<file path="src/rtl/irpw_pkg.sv">
// ----------------------------------------------------------------------------
// irpw_pkg
// Shared types and constants of the infrared pulse-width decoder.
// ----------------------------------------------------------------------------
package irpw_pkg;

	// code length and field widths
	localparam int CODE_BITS  = 12;
	localparam int IDX_W      = 4;
	localparam int TICK_W     = 16;
	localparam int THR_W      = 8;
	localparam int CFG_IDX_W  = 2;
	localparam int CFG_DATA_W = 16;

	localparam logic [CODE_BITS-1:0] CODE_TOP = CODE_BITS'(1) << (CODE_BITS - 1);
	localparam logic [TICK_W-1:0]    TICK_MAX = '1;

	// register reset values
	localparam logic [THR_W-1:0]  RST_BIT_THRESHOLD = 8'd40;
	localparam logic [THR_W-1:0]  RST_PHASE_TIMEOUT = 8'd200;
	localparam logic [TICK_W-1:0] RST_START_TIMEOUT = 16'd2000;

	// input operation codes
	localparam logic OP_ARM  = 1'b0;
	localparam logic OP_TICK = 1'b1;

	typedef enum logic [CFG_IDX_W-1:0] {
		CFG_BIT_THRESHOLD = 2'd0,
		CFG_PHASE_TIMEOUT = 2'd1,
		CFG_START_TIMEOUT = 2'd2
	} cfg_reg_t;

	typedef enum logic [1:0] {
		PH_IDLE  = 2'd0,
		PH_START = 2'd1,
		PH_LOW   = 2'd2,
		PH_HIGH  = 2'd3
	} phase_t;

endpackage

</file>
<file path="src/rtl/irpw_ifs.sv">
// ----------------------------------------------------------------------------
// irpw_ifs
// Valid/ready channels of the decoder: samples, results and register writes.
// ----------------------------------------------------------------------------
interface irpw_sample_if;
	import irpw_pkg::*;
	logic valid;
	logic ready;
	logic operation;
	logic line_level;

	modport source (output valid, output operation, output line_level, input ready);
	modport sink (input valid, input operation, input line_level, output ready);
endinterface

interface irpw_result_if;
	import irpw_pkg::*;
	logic                 valid;
	logic                 ready;
	logic                 received_ok;
	logic [CODE_BITS-1:0] code;

	modport source (output valid, output received_ok, output code, input ready);
	modport sink (input valid, input received_ok, input code, output ready);
endinterface

interface irpw_cfg_if;
	import irpw_pkg::*;
	logic                  valid;
	logic                  ready;
	logic [CFG_IDX_W-1:0]  index;
	logic [CFG_DATA_W-1:0] data;

	modport source (output valid, output index, output data, input ready);
	modport sink (input valid, input index, input data, output ready);
endinterface

</file>
<file path="src/rtl/ir_pulse_width_decoder_top.sv">
// ----------------------------------------------------------------------------
// ir_pulse_width_decoder_top
// A result reaches the result channel through the input register and the
// output register after the transfer of the sample that ends the reception.
// Throughput: one sample or arm item per cycle; the input register stalls
// only while a result waits in the full output register.
// Reset: arst_n clears phase to idle, counters and code, loads default registers.
// ----------------------------------------------------------------------------
module ir_pulse_width_decoder_top (
	input  logic          clk,
	input  logic          arst_n,
	irpw_sample_if.sink   sample,
	irpw_result_if.source result,
	irpw_cfg_if.sink      cfg
);
	import irpw_pkg::*;

	// configuration registers
	logic [THR_W-1:0]  bit_threshold_q;
	logic [THR_W-1:0]  phase_timeout_q;
	logic [TICK_W-1:0] start_timeout_q;

	// input register
	logic valid_s1;
	logic operation_s1;
	logic line_level_s1;

	// decoder state
	phase_t               phase_q, phase_d;
	logic [TICK_W-1:0]    tick_q, tick_d;
	logic [IDX_W-1:0]     bit_idx_q, bit_idx_d;
	logic [CODE_BITS-1:0] code_q, code_d;

	// output register
	logic                 out_valid_q;
	logic                 out_ok_q;
	logic [CODE_BITS-1:0] out_code_q;

	logic                 res;
	logic                 res_ok;
	logic                 out_free;
	logic                 go;
	logic [TICK_W-1:0]    tick_inc;
	logic [CODE_BITS-1:0] code_set;
	logic [TICK_W-1:0]    thr_ext;
	logic [TICK_W-1:0]    ptmo_ext;

	assign cfg.ready = 1'b1;

	always_ff @(posedge clk or negedge arst_n) begin
		if (!arst_n) begin
			bit_threshold_q <= RST_BIT_THRESHOLD;
			phase_timeout_q <= RST_PHASE_TIMEOUT;
			start_timeout_q <= RST_START_TIMEOUT;
		end else if (cfg.valid) begin
			case (cfg.index)
				CFG_BIT_THRESHOLD: bit_threshold_q <= cfg.data[THR_W-1:0];
				CFG_PHASE_TIMEOUT: phase_timeout_q <= cfg.data[THR_W-1:0];
				CFG_START_TIMEOUT: start_timeout_q <= cfg.data[TICK_W-1:0];
				default: ;
			endcase
		end
	end

	// the output slot is free when empty or being drained this cycle
	assign out_free     = !out_valid_q || result.ready;
	assign go           = valid_s1 && (!res || out_free);
	assign sample.ready = !valid_s1 || go;

	always_ff @(posedge clk or negedge arst_n) begin
		if (!arst_n) begin
			valid_s1 <= 1'b0;
		end else if (sample.ready) begin
			valid_s1 <= sample.valid;
		end
	end

	always_ff @(posedge clk) begin
		if (sample.ready) begin
			operation_s1  <= sample.operation;
			line_level_s1 <= sample.line_level;
		end
	end

	assign tick_inc = (tick_q == TICK_MAX) ? tick_q : tick_q + 1'b1;
	assign code_set = code_q | (CODE_TOP >> bit_idx_q);
	assign thr_ext  = {{(TICK_W-THR_W){1'b0}}, bit_threshold_q};
	assign ptmo_ext = {{(TICK_W-THR_W){1'b0}}, phase_timeout_q};

	always_comb begin
		phase_d   = phase_q;
		tick_d    = tick_q;
		bit_idx_d = bit_idx_q;
		code_d    = code_q;
		res       = 1'b0;
		res_ok    = 1'b0;
		if (operation_s1 == OP_ARM) begin
			phase_d   = PH_START;
			tick_d    = '0;
			bit_idx_d = '0;
			code_d    = '0;
		end else begin
			unique case (phase_q)
				PH_IDLE: begin
				end
				PH_START: begin
					if (!line_level_s1) begin
						bit_idx_d = '0;
						phase_d   = PH_LOW;
						tick_d    = TICK_W'(1);
						if (phase_timeout_q == '0) begin
							res     = 1'b1;
							phase_d = PH_IDLE;
						end
					end else begin
						tick_d = tick_inc;
						if (tick_inc > start_timeout_q) begin
							res     = 1'b1;
							phase_d = PH_IDLE;
						end
					end
				end
				PH_LOW: begin
					if (line_level_s1) begin
						// low pulse over: longer than threshold decodes as one
						if (tick_q > thr_ext) begin
							code_d = code_set;
						end
						if (bit_idx_q >= IDX_W'(CODE_BITS - 1)) begin
							res     = 1'b1;
							res_ok  = 1'b1;
							phase_d = PH_IDLE;
						end else begin
							phase_d = PH_HIGH;
							tick_d  = TICK_W'(1);
							if (phase_timeout_q == '0) begin
								res     = 1'b1;
								phase_d = PH_IDLE;
							end
						end
					end else begin
						tick_d = tick_inc;
						if (tick_inc > ptmo_ext) begin
							res     = 1'b1;
							phase_d = PH_IDLE;
						end
					end
				end
				PH_HIGH: begin
					if (!line_level_s1) begin
						bit_idx_d = bit_idx_q + 1'b1;
						phase_d   = PH_LOW;
						tick_d    = TICK_W'(1);
						if (phase_timeout_q == '0) begin
							res     = 1'b1;
							phase_d = PH_IDLE;
						end
					end else begin
						tick_d = tick_inc;
						if (tick_inc > ptmo_ext) begin
							res     = 1'b1;
							phase_d = PH_IDLE;
						end
					end
				end
			endcase
		end
	end

	always_ff @(posedge clk or negedge arst_n) begin
		if (!arst_n) begin
			phase_q   <= PH_IDLE;
			tick_q    <= '0;
			bit_idx_q <= '0;
			code_q    <= '0;
		end else if (go) begin
			phase_q   <= phase_d;
			tick_q    <= tick_d;
			bit_idx_q <= bit_idx_d;
			code_q    <= code_d;
		end
	end

	always_ff @(posedge clk or negedge arst_n) begin
		if (!arst_n) begin
			out_valid_q <= 1'b0;
		end else if (go && res) begin
			out_valid_q <= 1'b1;
		end else if (result.ready) begin
			out_valid_q <= 1'b0;
		end
	end

	always_ff @(posedge clk) begin
		if (go && res) begin
			out_ok_q   <= res_ok;
			out_code_q <= code_d;
		end
	end

	assign result.valid       = out_valid_q;
	assign result.received_ok = out_ok_q;
	assign result.code        = out_code_q;

endmodule

</file>
<file path="src/flat_wrapper.sv">
// flat-port wrapper written by rule: the top's interface ports become plain ports
module ir_pulse_width_decoder_top_flat import irpw_pkg::*;
  (clk, arst_n, sample_valid, sample_operation, sample_line_level, sample_ready, result_valid, result_received_ok, result_code, result_ready, cfg_valid, cfg_index, cfg_data, cfg_ready);
  irpw_sample_if sample_i ();
  irpw_result_if result_i ();
  irpw_cfg_if cfg_i ();
  input  logic clk;
  input  logic arst_n;
  input wire logic [$bits(sample_i.valid)-1:0] sample_valid;
  input wire logic [$bits(sample_i.operation)-1:0] sample_operation;
  input wire logic [$bits(sample_i.line_level)-1:0] sample_line_level;
  output wire logic [$bits(sample_i.ready)-1:0] sample_ready;
  output wire logic [$bits(result_i.valid)-1:0] result_valid;
  output wire logic [$bits(result_i.received_ok)-1:0] result_received_ok;
  output wire logic [$bits(result_i.code)-1:0] result_code;
  input wire logic [$bits(result_i.ready)-1:0] result_ready;
  input wire logic [$bits(cfg_i.valid)-1:0] cfg_valid;
  input wire logic [$bits(cfg_i.index)-1:0] cfg_index;
  input wire logic [$bits(cfg_i.data)-1:0] cfg_data;
  output wire logic [$bits(cfg_i.ready)-1:0] cfg_ready;
  assign sample_i.valid = sample_valid;
  assign sample_i.operation = sample_operation;
  assign sample_i.line_level = sample_line_level;
  assign sample_ready = sample_i.ready;
  assign result_valid = result_i.valid;
  assign result_received_ok = result_i.received_ok;
  assign result_code = result_i.code;
  assign result_i.ready = result_ready;
  assign cfg_i.valid = cfg_valid;
  assign cfg_i.index = cfg_index;
  assign cfg_i.data = cfg_data;
  assign cfg_ready = cfg_i.ready;
  ir_pulse_width_decoder_top u_core (.clk(clk), .arst_n(arst_n), .sample(sample_i), .result(result_i), .cfg(cfg_i));
endmodule
</file>
<file path="config.mk">
export PLATFORM = sky130hd
export DESIGN_NAME = ir_pulse_width_decoder_top_flat
export DESIGN_NICKNAME = d
export VERILOG_FILES = /design/src/rtl/irpw_pkg.sv /design/src/rtl/irpw_ifs.sv /design/src/rtl/ir_pulse_width_decoder_top.sv /design/src/flat_wrapper.sv
export SDC_FILE = /design/constraint.sdc
export NUM_CORES = 1
export LEC_CHECK = 0
export BUFFER_PORTS_ARGS = -buffer_cell sky130_fd_sc_hd__buf_2
export CAP_MARGIN = 20
export CELL_PAD_IN_SITES_DETAIL_PLACEMENT = 2
export CELL_PAD_IN_SITES_GLOBAL_PLACEMENT = 2
export CORE_UTILIZATION = 42
export DETAILED_ROUTE_END_ITERATION = 10
export GPL_TIMING_DRIVEN = 0
export PLACE_DENSITY_LB_ADDON = 0.1
export SETUP_SLACK_MARGIN = 0.15
export SLEW_MARGIN = 20
export SYNTH_ARGS = -nofsm -noshare
export SYNTH_HDL_FRONTEND = slang
export SYNTH_SLANG_ARGS = --single-unit
export TNS_END_PERCENT = 100
</file>
<file path="constraint.sdc">
create_clock -name clk -period 16.5 [get_ports clk]
set_input_delay 2.475 -clock clk [delete_from_list [all_inputs] [get_ports clk]]
set_output_delay 2.475 -clock clk [all_outputs]
set_load 0.03 [all_outputs]
</file>
; Word-level counts from Yosys, hierarchy flattened
; Cells that the tools add are included.
[classes]
n_shift = 1
n_eq_ne = 13
addsub = 2
n_bitwise = 1
mux = 36
n_lt_le_gt_ge = 4
reduce_logical = 19
[op_table]
columns = cell, n
row1 = 16-bit 2-to-1 mux, 5
row2 = 12-bit 2-to-1 mux, 4
row3 = 16-bit by 8-bit > comparator with 1-bit output, 2
row4 = 16-bit case mux with 2 select lines, 1
row5 = 2-bit 2-to-1 mux, 9
row6 = 16-bit by 1-bit adder with 16-bit output (second input constant), 1
row7 = 16-bit equality test (second input constant), 1
row8 = 16-bit > comparator, 1
row9 = 4-bit 2-to-1 mux, 3
row10 = 3-bit inequality test (second input constant), 4
row11 = 4-bit inequality test (second input constant), 3
row12 = 12-bit bitwise OR, 1
row13 = 12-bit by 4-bit >> shifter with 12-bit output (first input constant), 1
row14 = 1-bit 2-to-1 mux, 11
row15 = 3-bit AND reduction, 3
row16 = 8-bit zero test, 1
row17 = 4-bit case mux with 2 select lines, 1
row18 = 2-bit equality test (second input constant), 3
row19 = 2-bit case mux with 3 select lines, 1
row20 = 2-bit AND reduction, 3
row21 = 4-bit by 1-bit adder with 4-bit output (second input constant), 1
row22 = 2-bit by 1-bit equality test with 1-bit output (second input constant), 2
row23 = 4-bit >= comparator (second input constant), 1
row24 = 4-bit AND reduction, 1
row25 = 7 further kinds, 12
[totals]
regBits = 83
word_cells = 89
output_inout_bits = 16

; Logic depth before layout (Yosys ltp)
[depth]
word_depth = 12
ltp_mapped = 19

; Least setup slack after synthesis
; Ideal clock, no wire load.
[synth_timing]
kind = register to output
startpoint = register u_core.tick_q[1]
endpoint = output sample_ready
t_arrival_ns = 3.686
path_stages_with_launch = 17
slack_ns = 10.339
n_path_buf = 0
required_ns = 14.025
cell_sequence = dfrtp_1 ha_1 and3_1 nand4_4 and4_1 and3_1 xor2_1 ha_1 nand3_1 nor4_1 o2111ai_2 o41ai_1 o221ai_1 or2_1 a211o_2 nand2_1 nand2_1
[synth_between]
elab_chain_len = 11
word_cells_on_any_way = 16
cone_classes = add/sub (1) / order compare (2) / eq/ne (1) / mux (8) / reduce/logical (4)
[synth_rtl]
columns = item, line
row1 = start: declaration, ir_pulse_width_decoder_top.sv:30  ; logic [TICK_W-1:0] tick_q, tick_d;
row2 = start signal: assignment, ir_pulse_width_decoder_top.sv:178  ; tick_q <= tick_d;
row3 = 16-bit by 1-bit adder with 16-bit output or 16-bit equality test (tied branches), ir_pulse_width_decoder_top.sv:85  ; assign tick_inc = (tick_q == TICK_MAX) ? tick_q : tick_q + 1'b1;
row4 = 16-bit 2-to-1 mux (*), ir_pulse_width_decoder_top.sv:85
row5 = 16-bit by 8-bit > comparator with 1-bit output or 16-bit > comparator (tied branches), "ir_pulse_width_decoder_top.sv:143, ir_pulse_width_decoder_top.sv:160, ir_pulse_width_decoder_top.sv:117"
row6 = "1-bit 2-to-1 mux, on equally long branches", "ir_pulse_width_decoder_top.sv:143, ir_pulse_width_decoder_top.sv:160, ir_pulse_width_decoder_top.sv:117"
row7 = "1-bit 2-to-1 mux, on equally long branches", "ir_pulse_width_decoder_top.sv:150, ir_pulse_width_decoder_top.sv:107, ir_pulse_width_decoder_top.sv:124"
row8 = 1-bit case mux with 3 select lines (*), ir_pulse_width_decoder_top.sv:103  ; unique case (phase_q)
row9 = 1-bit 2-to-1 mux (*), ir_pulse_width_decoder_top.sv:97  ; if (operation_s1 == OP_ARM) begin
row10 = 1-bit zero test (*), ir_pulse_width_decoder_top.sv:67  ; assign go = valid_s1 && (!res || out_free);
row11 = 1-bit logical OR (*), ir_pulse_width_decoder_top.sv:67
row12 = 1-bit logical AND (*), ir_pulse_width_decoder_top.sv:67
row13 = 1-bit logical OR (*), ir_pulse_width_decoder_top.sv:68  ; assign sample.ready = !valid_s1 || go;
row14 = end: declaration, flat_wrapper.sv:12  ; output wire logic [$bits(sample_i.ready)-1:0] sample_ready;
; Mark *: on every way between the ends. The rest lies on a longest branch, timed or not.

; Worst setup path in the final report
; Same ends and word-level chain as after synthesis.

==> summary.txt <==
Floorplanning
  – Die H: between 100 and 150 µm
  – Num ports: 41
  – Initial Utilization: ~44%
  – Die footprint: 12,400 µm²
  – Row count: 39
  – Die width: 111 µm
  – Core ar.: 11,500 µm²

Logic synthesis
  – Adder-cell share of the synthesized area: 9.22%
  – Number of synthesized flops with an enable pin: 15
  – Sequential area share after synthesis: 43.2%
  – Largest family of logic cells by synthesized area: simple AND/OR/NAND/NOR gates
  – Post-synth top area share: 28.4%
  – Most numerous cell in the Yosys netlist: dfrtp_1
  – Area contributors post-synth: dfrtp_1 28%, ha_1 9.2%, edfxtp_1 9.0%, mux2_2 5.8%, dfstp_2 5.8%
  – Prevailing post-synth register cell: dfrtp_1
  – Synth top cells by count: 57 x dfrtp_1, 52 x nand2_1, 42 x inv_1
  – Synth cell types: 65
  – Syn Area/Cell: 9.82 µm²
  – Ys async rst share: 81.9%
  – Net Count, Synth: roughly 570
  – Yosys top cell by area: dfrtp_1
  – Synthesis Warnings: 0
  – #FFs+latches synth: 83
  – Compound-gate portion of the synthesized area: 14.7%
  – Synthesized area: 5020 µm²
  – Post-Synth XOR/XNOR Area: 2.59%
  – Synth Instances: 511
  – Mux contribution to synthesized area: 6.43%
  – Simple-gate portion of the synthesized area: approximately 18%

STA
  – Hold_ws: approximately 0.50 ns
  – Rel. slew slack: between 20% and 30%
  – Final period utilization: 45.8%
  – Minimum clock period: 7.55 ns
  – Setup TNS: 0 ns
  – PnR worst setup slack: ~9 ns
  – Slew @ Worst Pin: 1.09 ns
  – Final setup violation count: 0
  – Final Skew: 0.0104 ns
  – RSZ-0062 raised after global routing: no
  – Final hold vios: 0
  – Max Slew Vio Count: 0
  – Max Clk Rate: 132 MHz

Global routing
  – Total GRT Usage: 26.6%
  – GR peak layer: met2
  – Met1 usage in global routing: 32.8%
  – Initial antenna violation count: 0
  – Grt ovf: 0
  – Met2 usage in global routing: 47.2%
  – GR Util met3: 5.52%
  – First-pass GRT wire length: around 25,000 µm
  – Vias in the first global route: about 4,600
  – Largest net degree at the start of global routing: 39

Layout
  – Fill count: 1,229
  – Fraction of layout cells with a size suffix above 1: 21.8%
  – ANT cells: 0
  – Fin area: 5720 µm²
  – Area Overhead vs Synth: 14.1%
  – Final net count: 626

Pwr
  – Int Pwr: roughly 0.39 mW
  – Switch Pwr: 0.172 mW
  – Logic pwr share: 20.2%
  – Clk pwr share: 36.6%
  – Peak supply drop: 0.0814 mV
  – Switching Fraction: 30.5%
  – Pleak: 2.71 nW
  – PwrDens: 98.4 nW/µm²
  – Reg power frac: 43.2%

Run status
  – Status: complete, but fails checks
  – Failing checks: design-rule violations

Placement
  – Post-DP HPWL: 11,600 µm
  – Post-Place Setup Slack: 9.38 ns
  – Routability cong.: 0.804
  – Placed cell area: approximately 5400 µm²
  – # port buffers: 39

CTS
  – Max H-tree Level: 3
  – Num CTS Buffers: 9
  – Root buffer cell: clkbuf_16
  – Postcts setup bufs: 0
  – Hold Buf Count CTS: 0
  – Clock Latency Late Sink: between 0.3 and 0.4 ns
  – CTS tree: built
  – CTS clk-pin slew, worst paths: 0.06 ns
  – Post-cts resize count: 0
  – TritonCTS Sinks: 83
  – Clock Tree Buf Depth: 2

Critical path
  – Worst-path fanout max: 10
  – Type of origin of the critical path: flop
  – CP Capture Type: output port
  – CP max-delay cell: nor4_1
  – CP Buf/Inv Count: 1
  – WP data required: 14.03 ns
  – Flop-to-flop setup slack: between 10 and 15 ns
  – WP data arrival: 5.07 ns
  – Crit-path max cell delay: around 0.5 ns
  – R2R cell count: 17
  – Crit-path cells: ha_1 -> and3_1 -> nand4_4 -> and4_1 -> and3_1 -> xor2_1 -> ha_1 -> nand3_1 -> nor4_1 -> o2111ai_2 -> o41ai_1 -> o221ai_1 -> or2_1 -> a211o_2 -> nand2_1 -> nand2_1 -> buf_2
  – CP Class: flop to output port
  – Crit-path leading delay family: simple AND/OR/NAND/NOR gates
  – FF-to-FF End: u_core.result.code[11]$_DFFE_PP_
  – Reg-to-Reg Start: u_core.tick_q[1]$_DFFE_PN0P_

Routing
  – Remaining antenna violation count: 0
  – Drt first pass iters: 7
  – DR vias/cell: 5.83
  – DR WL/cell: ~22 µm
  – Post-Route WL: 15,300 µm
  – Initial DRC Count: 204
  – Vias: 4,151
  – DRC: 6

Job
  – Max-capacitance violation count: 0

Hold path
  – Hold Path Sink: u_core.code_q[4]$_DFFE_PN0P_
  – Worst min-delay path startpoint: u_core.code_q[4]$_DFFE_PN0P_
  – Hold depth: 2
  – Worst Hold Class: flop to flop
[cell usage in the layout, fill, tap and decap left out, types with 12 or more instances in the layout]
master / n
a21oi_1: 23
a22o_1: 12
buf_2: 47
clkbuf_1: 15
dfrtp_1: 57
edfxtp_1: 15
ha_1: 37
inv_1: 42
mux2_2: 26
nand2_1: 52
nand3_1: 26
nor2_1: 33
o21ai_0: 33
[power by group through the flow]
stage / clock network [mW] / registers [mW] / logic [mW]
3_5_place_dp: 0 / 0.247 / 0.112
2_1_floorplan: 0 / 0.244 / 0.0738
4_1_cts: 0.210 / 0.243 / 0.114
3_3_place_gp: 0 / 0.245 / 0.103
6_report: 0.206 / 0.243 / 0.114
5_1_grt: 0.217 / 0.246 / 0.126
[layer usage]
layer | vias up | share of wire [%]
li1 | 1943 | -
met3 | 21 | 3.2
met4 | 0 | 1.7
met5 | - | 0
met2 | 70 | 50
met1 | 2117 | 45
[final cells by class]
cell class | count | area [µm²] | share of cell area [%]
Buffer | 25 | 129 | 2.25
Clock buffer | 10 | 229 | 4.00
Clock inverter | 6 | 63.8 | 1.11
Inverter | 42 | 158 | 2.75
Multi-Input combinational cell | 361 | 2570 | 44.9
Sequential cell | 83 | 2170 | 37.8
Tap cell | 143 | 179 | 3.13
Timing Repair Buffer | 42 | 228 | 3.98
[tightest hold or removal path, cell delays in order, from the launching register on]
cell and delay [ns]:
dfrtp_1 0.35, nand2_1 0.05, o21ai_0 0.06
[worst max path at each step]
stage	slack (ns)	cells after the start	endpoint	from
after floorplan	10.34	16	sample_ready	u_core.tick_q[1]$_DFFE_PN0P_
after global placement	8.80	15	u_core.result.code[1]$_DFFE_PP_	u_core.tick_q[1]$_DFFE_PN0P_
after detailed placement	9.38	17	sample_ready	u_core.tick_q[1]$_DFFE_PN0P_
after CTS	8.95	17	sample_ready	u_core.tick_q[1]$_DFFE_PN0P_
after global routing	8.67	17	sample_ready	u_core.tick_q[1]$_DFFE_PN0P_
final	8.95	17	sample_ready	u_core.tick_q[1]$_DFFE_PN0P_
[sequential cells by signal, summed over array words and instances, names as in the netlist, 2 cells and up]
register,count
u_core.phase_q,2
u_core.start_timeout_q,16
u_core.bit_idx_q,4
u_core.phase_timeout_q,8
u_core.result.code,12
u_core.tick_q,16
u_core.code_q,12
u_core.bit_threshold_q,8
[through the flow]
stage	cells	power [mW]	utilization (%)
floorplan	511	0.318	-
global placement	693	0.349	46.8
detailed placement	696	0.359	47.2
CTS	712	0.568	49.7
global route	712	0.588	49.7
finish	712	0.563	49.7
[cells by family (layout without fill, tap and decap cells)]
| kind of cell | count (synthesis) | count (layout) |
|---|---|---|
| adder cells (fa/ha/maj) | 37 | 37 |
| buffers and inverters | 67 | 125 |
| other | 1 | 1 |
| flip-flops | 83 | 83 |
| XOR/XNOR | 14 | 14 |
| AO/OA/AOI/OAI | 108 | 108 |
| multiplexers | 29 | 29 |
| AND/OR/NAND/NOR | 172 | 172 |
No activity file was read; power rests on OpenSTA's default activity.
